==> config.mk <==
export PLATFORM = sky130hd
export DESIGN_NAME = twms_cell
export DESIGN_NICKNAME = d
export VERILOG_FILES = /design/src/hw/rtl/twms_pkg.sv /design/src/hw/rtl/twms_cell.sv
export SDC_FILE = /design/constraint.sdc
export NUM_CORES = 1
export LEC_CHECK = 0
export BUFFER_PORTS_ARGS = -buffer_cell sky130_fd_sc_hd__buf_2
export CORE_UTILIZATION = 41
export CTS_BUF_LIST = sky130_fd_sc_hd__clkbuf_8 sky130_fd_sc_hd__clkbuf_16
export DETAILED_ROUTE_END_ITERATION = 8
export GPL_ROUTABILITY_DRIVEN = 0
export PLACE_DENSITY = 0.88
export SYNTH_ARGS = -nofsm -noshare
export SYNTH_HDL_FRONTEND = slang
export SYNTH_SLANG_ARGS = --single-unit
==> constraint.sdc <==
create_clock -name clk -period 3.76 [get_ports clk]
set_clock_uncertainty 0.2 [all_clocks]
set_input_delay 0.188 -clock clk [delete_from_list [all_inputs] [get_ports clk]]
set_output_delay 0.188 -clock clk [all_outputs]
set_load 0.02 [all_outputs]
==> src/hw/rtl/twms_pkg.sv <==
// Shared types and codes for the timing wheel message scheduler.
// Used by twms_cell and timing_wheel_message_scheduler; no dependencies.
`timescale 1ns / 1ps

package twms_pkg;

  localparam int TIME_W   = 48;
  localparam int HANDLE_W = 16;

  typedef enum logic [2:0] {
    ST_STARTED    = 3'd0,
    ST_ACCEPTED   = 3'd1,
    ST_NOW        = 3'd2,
    ST_NOCLOCK    = 3'd3,
    ST_FULL       = 3'd4,
    ST_DISPATCHED = 3'd5
  } status_t;

  typedef struct packed {
    logic                valid;
    logic [TIME_W-1:0]   due;
    logic [HANDLE_W-1:0] handle;
  } entry_t;

  // one operation at a time is broadcast along the chain
  typedef struct packed {
    logic clear;
    logic insert;
    logic remove;
  } cell_ctl_t;

endpackage

==> src/hw/rtl/twms_cell.sv <==
// One cell of the sorted entry chain: holds a single timed handle.
// Depends on twms_pkg for entry_t and cell_ctl_t.
`timescale 1ns / 1ps

module twms_cell (
  input  logic                          clk,
  input  logic                          rst,
  input  twms_pkg::cell_ctl_t           ctl,
  input  logic [twms_pkg::TIME_W-1:0]   key_time,
  input  logic [twms_pkg::HANDLE_W-1:0] key_handle,
  input  logic                          left_gt,
  input  twms_pkg::entry_t              left_data,
  input  twms_pkg::entry_t              right_data,
  output logic                          gt,
  output twms_pkg::entry_t              data
);

  logic                          valid;
  logic [twms_pkg::TIME_W-1:0]   due;
  logic [twms_pkg::HANDLE_W-1:0] handle;

  // empty cells count as later than any key
  assign gt = !(valid && (due <= key_time));

  assign data.valid  = valid;
  assign data.due    = due;
  assign data.handle = handle;

  always_ff @(posedge clk) begin
    if (rst) begin
      valid <= 1'b0;
    end else if (ctl.clear) begin
      valid <= 1'b0;
    end else if (ctl.insert && gt) begin
      // cells behind the insertion point take their neighbor's valid bit
      valid <= left_gt ? left_data.valid : 1'b1;
    end else if (ctl.remove) begin
      valid <= right_data.valid;
    end
  end

  always_ff @(posedge clk) begin
    if (!ctl.clear && ctl.insert && gt) begin
      if (left_gt) begin
        // make room: take the neighbor that moves right
        due    <= left_data.due;
        handle <= left_data.handle;
      end else begin
        due    <= key_time;
        handle <= key_handle;
      end
    end else if (!ctl.clear && ctl.remove) begin
      due    <= right_data.due;
      handle <= right_data.handle;
    end
  end

endmodule

## Yosys cells after proc, flatten, opt, wreduce, memory -nomap -nowiden

Cells that the tools add are included.

| storage, ports and cells | value |
|---|---|
| register bits after elaboration | 65 |
| word-level logic and storage cells | 23 |
| output and inout port bits | 66 |

| operators by class | value |
|---|---|
| order comparisons | 1 |
| muxes and demuxes | 9 |
| reductions and logical operators | 10 |

Operators by type and width:

| operator | count |
|---|---|
| 48-bit two-way mux | 3 |
| 48-bit <= comparator | 1 |
| 16-bit two-way mux | 3 |
| 1-bit logical AND | 5 |
| 2-bit nonzero test | 2 |
| 1-bit two-way mux | 3 |
| 1-bit logical NOT | 2 |
| 2-bit OR reduction | 1 |

## Longest topological paths before layout

| logic depth | value |
|---|---|
| depth in word-level cells | 5 |
| depth in mapped cells | 11 |
| depth with buffers taken out | 9 |

## Least setup slack after synthesis

No wires, ideal clock.

| timing | value |
|---|---|
| path kind | flip-flop to flip-flop |
| start point | register due[46] in the netlist's numbering |
| end point | register due[0] in the netlist's numbering (enable) |
| path slack | -0.496 ns |
| arrival time | 3.635 ns |
| cell stages (with the launch flop) | 11 |
| setup time | 0.420 ns |
| required time | 3.140 ns |
| clock period less this slack | 4.256 ns |
| cell sequence | edfxtp_1 > ha_1 > nand4_1 > nor4_2 > nand2_1 > nor4_1 > a222oi_1 > a21oi_1 > buf_6 > buf_6 > a21o_1 |

| between the ends | value |
|---|---|
| longest elaborated chain between the ends | 5 |

RTL lines:

| item | line | source |
|---|---|---|
| start: declaration | twms_cell.sv:19 | `logic [twms_pkg::TIME_W-1:0] due;` |
| start signal: assignment | twms_cell.sv:46 | `due <= left_data.due;` |
| start signal: assignment | twms_cell.sv:49 | `due <= key_time;` |
| start signal: assignment | twms_cell.sv:53 | `due <= right_data.due;` |
| 48-bit <= comparator | twms_cell.sv:23 | `assign gt = !(valid && (due <= key_time));` |
| 1-bit logical AND | twms_cell.sv:23 |  |
| 1-bit logical NOT | twms_cell.sv:23 |  |
| 1-bit logical AND | twms_cell.sv:43 | `if (!ctl.clear && ctl.insert && gt) begin` |
| 2-bit nonzero test (no source line) | - |  |

Every way passes these cells.
A chain may end at the register's enable or synchronous reset.

## Worst setup path after layout

| timing | value |
|---|---|
| start point | register due[9] in the netlist's numbering |
| end point | register valid |

| between the ends | value |
|---|---|
| longest elaborated chain between the ends | 5 |
| elaborated cells on any way between the ends | 6 |
| those cells by class | order compare (1); mux (1); reduce/logical (4) |

RTL lines:

| item | line | source |
|---|---|---|
| 48-bit <= comparator (*) | twms_cell.sv:23 |  |
| 1-bit logical AND (*) | twms_cell.sv:23 |  |
| 1-bit logical NOT (*) | twms_cell.sv:23 |  |
| 1-bit logical AND (*) | twms_cell.sv:34 | `end else if (ctl.insert && gt) begin` |
| 1-bit two-way mux / 2-bit nonzero test (equally long branches) | - |  |
| end signal: assignment | twms_cell.sv:36 | `valid <= left_gt ? left_data.valid : 1'b1;` |
| end signal: assignment | twms_cell.sv:38 | `valid <= right_data.valid;` |
| end: declaration | twms_cell.sv:18 | `logic valid;` |

Every way passes the cells marked *; elsewhere a longest branch is shown, timed or not.

==> metrics.md <==
| Metric | Value |
|---|---|
| Initial Utilization | `0.422` |
| RR Startpoint | `due[9]` |
| CP required | `3770 ps` |
| Initial DRC Count | `263` |
| Dpl cells | `841` |
| CTS tree | `done` |
| Total of max-cap violations | `0` |
| Initial antenna violation count | `1` |
| Synth warn | `0` |
| Worst Min Path Start | `left_data[33]` |
| Final setup TNS | `0 ps` |
| R2R Path End | `valid` |
| Pre-CTS setup slack | `280 ps` |
| Syn Nets | `693` |
| Register bit total from synthesis | `65` |
| Max VDD drop | `0.230 mV` |
| Number of global-route vias before repair | `4774` |
| 1st-pass router iterations | `5` |
| RSZ-0062 raised after global routing | `false` |
| Hold path cells | `4` |
| Hold Crit Endpoint | `due[17]` |
| WL/cell | `16.9 microns` |
| Die Height | `110 microns` |
| Final design utilization | `0.646` |
| Port Buffers | `265` |
| HPWL after detailed placement | `10500 microns` |
| Post-route ant nets | `0` |
| Drc violations | `0` |
| Max-slew headroom | `0.542` |
| Core Area | `11400 sq um` |
| Worst Setup Path Type | `reg -> reg` |
| IO Count | `266` |
| Clock-pin slew on the worst setup and hold paths | `60 ps` |
| Worst-Skew Late Latency | `330 ps` |
| CTS Sinks | `65` |
| Avg Inst Size Synth | `10.8 sq um` |
| Final Hold Viols | `0` |
| NumNets Final | `1029` |
| R2R cell count | `12` |
| F_max | `279 MHz` |
| Final setup viols | `0` |
| Final min period | `3580 ps` |
| Final Max Tran Viols | `0` |
| Worst Max-Slew Pin Slew | `687 ps` |
| Vias per inst | `5.12` |
| Syn-to-layout area delta | `53.2%` |
| Row count | `39` |
| Root Buffer | `clkbuf_16` |
| CP endpoint kind | `flop` |
| Flop-to-flop setup slack | `180 ps` |
| Die Wd | `110 microns` |
| Finished Layout Cells | `930` |
| Crit path max fanout | `12` |
| Setup WS post-layout | `180 ps` |
| Sequential area share after synthesis | `0.403` |
| Static leakage | `3.60 nW` |
| Routed vias | `4762` |
| Status | `finished clean` |
| Period utilisation layout | `0.952` |
| Unique masters post-synth | `32` |
| Synthesized cell area | `4810 sq um` |
| Share of layout cells above drive strength 1 | `0.483` |
| Die area | `12200 sq um` |
| Mapped Cells | `445` |
| H-tree Lvls | `3` |
| Arr. time, crit path | `3590 ps` |
| CTS buffer count | `9` |
| Clk buf depth | `2` |
| First-pass GRT wire length | `21800 microns` |
| Largest net degree at the start of global routing | `74` |
| Crit start category | `flop` |
| Hold_ws | `66.0 ps` |
| Total GRT Usage | `0.240` |
| Power Density | `331 nW/um^2` |
| Global route total overflow | `0` |
| Hold Crit Class | `in -> reg` |
| Drt total wl | `15700 microns` |
-- worst max-delay path, cell delays in order (launching register included) --
cell	delay (ps)
edfxtp_1	400
ha_1	310
nand4_1	160
buf_4	140
nor2_1	40
a221o_1	320
or3_1	400
a222oi_1	330
buf_4	200
a21oi_4	90
buf_12	180
o2bb2ai_1	130
dlygate4sd3_1	560
-- layout by cell type (no fill, tap or decap), drive strengths merged, types with 3 or more instances in the layout --
master,synthesis,final
o211ai,3,3
dlygate4sd3,0,67
inv,51,52
ha,48,48
edfxtp,64,64
nand2,62,62
a21o,4,4
nor2,5,5
nor4,4,4
buf,8,276
nand3,4,4
nand4,10,10
a21oi,20,20
mux2,81,81
clkbuf,12,12
o21ai,52,52
-- layer usage --
metal  GRT usage  wire (microns)  part of all wire  up-vias
met5           0               0                 0        -
met4       0.137             715             0.045        0
met2       0.453            8160              0.52      249
li1            -               -                 -     2291
met3      0.0553            1060             0.067       61
met1       0.239            5800              0.37     2161
-- worst max path at each step --
stage,endpoint,slack [ps],cells after the start,start
finish,valid,180,12,due[9]
global route,valid,4,12,due[9]
CTS,valid,60,12,due[3]
detailed placement,due[19],280,11,due[3]
global placement,due[27],230,10,due[47]
floorplan,due[0],50,10,due[46]
-- cell type report --
cell class                      count  area [sq um]
Tap cell                          143           179
Timing Repair Buffer              345          2160
Clock inverter                      6          58.8
Clock buffer                       10           239
Sequential cell                    65          1940
Multi-Input combinational cell    309          2610
Antenna cell                        1          2.50
Fill cell                         869          4040
Inverter                           51           191
-- metrics by stage --
step,instance area [sq um],total power [W]
3_3_place_gp,6300,0.00151
5_1_grt,7380,0.00256
4_1_cts,7270,0.00243
2_1_floorplan,4820,0.00129
6_report,7380,0.00244
3_5_place_dp,6300,0.00153
-- report_power, final --
group	internal [W]	switching [W]
Clock	0.000526	0.000311
Sequential	0.000878	0.0000304
Combinational	0.000350	0.000347
-- sequential cells by signal, summed over array words and instances, names as in the netlist --
register and cells:
due 48, handle 16, valid 1
-- kinds of logic (layout without fill, tap and decap cells) --
logic type | after synthesis | count (layout) | share of synthesized area
AO/OA/AOI/OAI | 87 | 87 | 0.100
adder cells (fa/ha/maj) | 48 | 48 | 0.125
buffers and inverters | 71 | 412 | 0.0644
flip-flops | 65 | 65 | 0.403
multiplexers | 82 | 82 | 0.221
other | 0 | 1 | 0
AND/OR/NAND/NOR | 92 | 92 | 0.0860
-- synthesized netlist by cell type --
library cell | instances | area [sq um]
edfxtp_1 | 64 | 1920
clkbuf_1 | 12 | 45.0
a2111oi_0 | 1 | 8.76
a21o_1 | 4 | 30.0
buf_4 | 1 | 7.51
mux2_2 | 43 | 484
a21boi_0 | 1 | 7.51
or3_1 | 2 | 12.5
a21oi_1 | 20 | 100
nand4_1 | 10 | 62.6
o21ai_0 | 52 | 260
inv_1 | 51 | 191
dfxtp_1 | 1 | 20.0
nor4_1 | 3 | 18.8
a221o_1 | 1 | 10.0
nand3_1 | 4 | 20.0
o211ai_1 | 3 | 22.5
nand2b_1 | 1 | 6.26
a221oi_1 | 2 | 17.5
mux2_4 | 38 | 571
ha_1 | 48 | 601
nor2_1 | 5 | 18.8
o2bb2ai_1 | 1 | 8.76
and4_1 | 2 | 17.5
nor2b_1 | 2 | 12.5
nor4_2 | 1 | 12.5
a222oi_1 | 1 | 10.0
buf_2 | 2 | 10.0
mux2i_1 | 1 | 10.0
nand2_1 | 62 | 233
a211oi_1 | 1 | 7.51
buf_6 | 5 | 56.3
-- repair_timing --
item / 4_1_cts / 5_1_grt
buffers inserted: 0 / 3
setup endpoints to repair: 0 / 1
resized for setup: 0 / 4
hold buffers: 67 / 0
endpoints found under the hold margin: 65 / 0
Note: power is estimated with default switching activity, not from simulation.
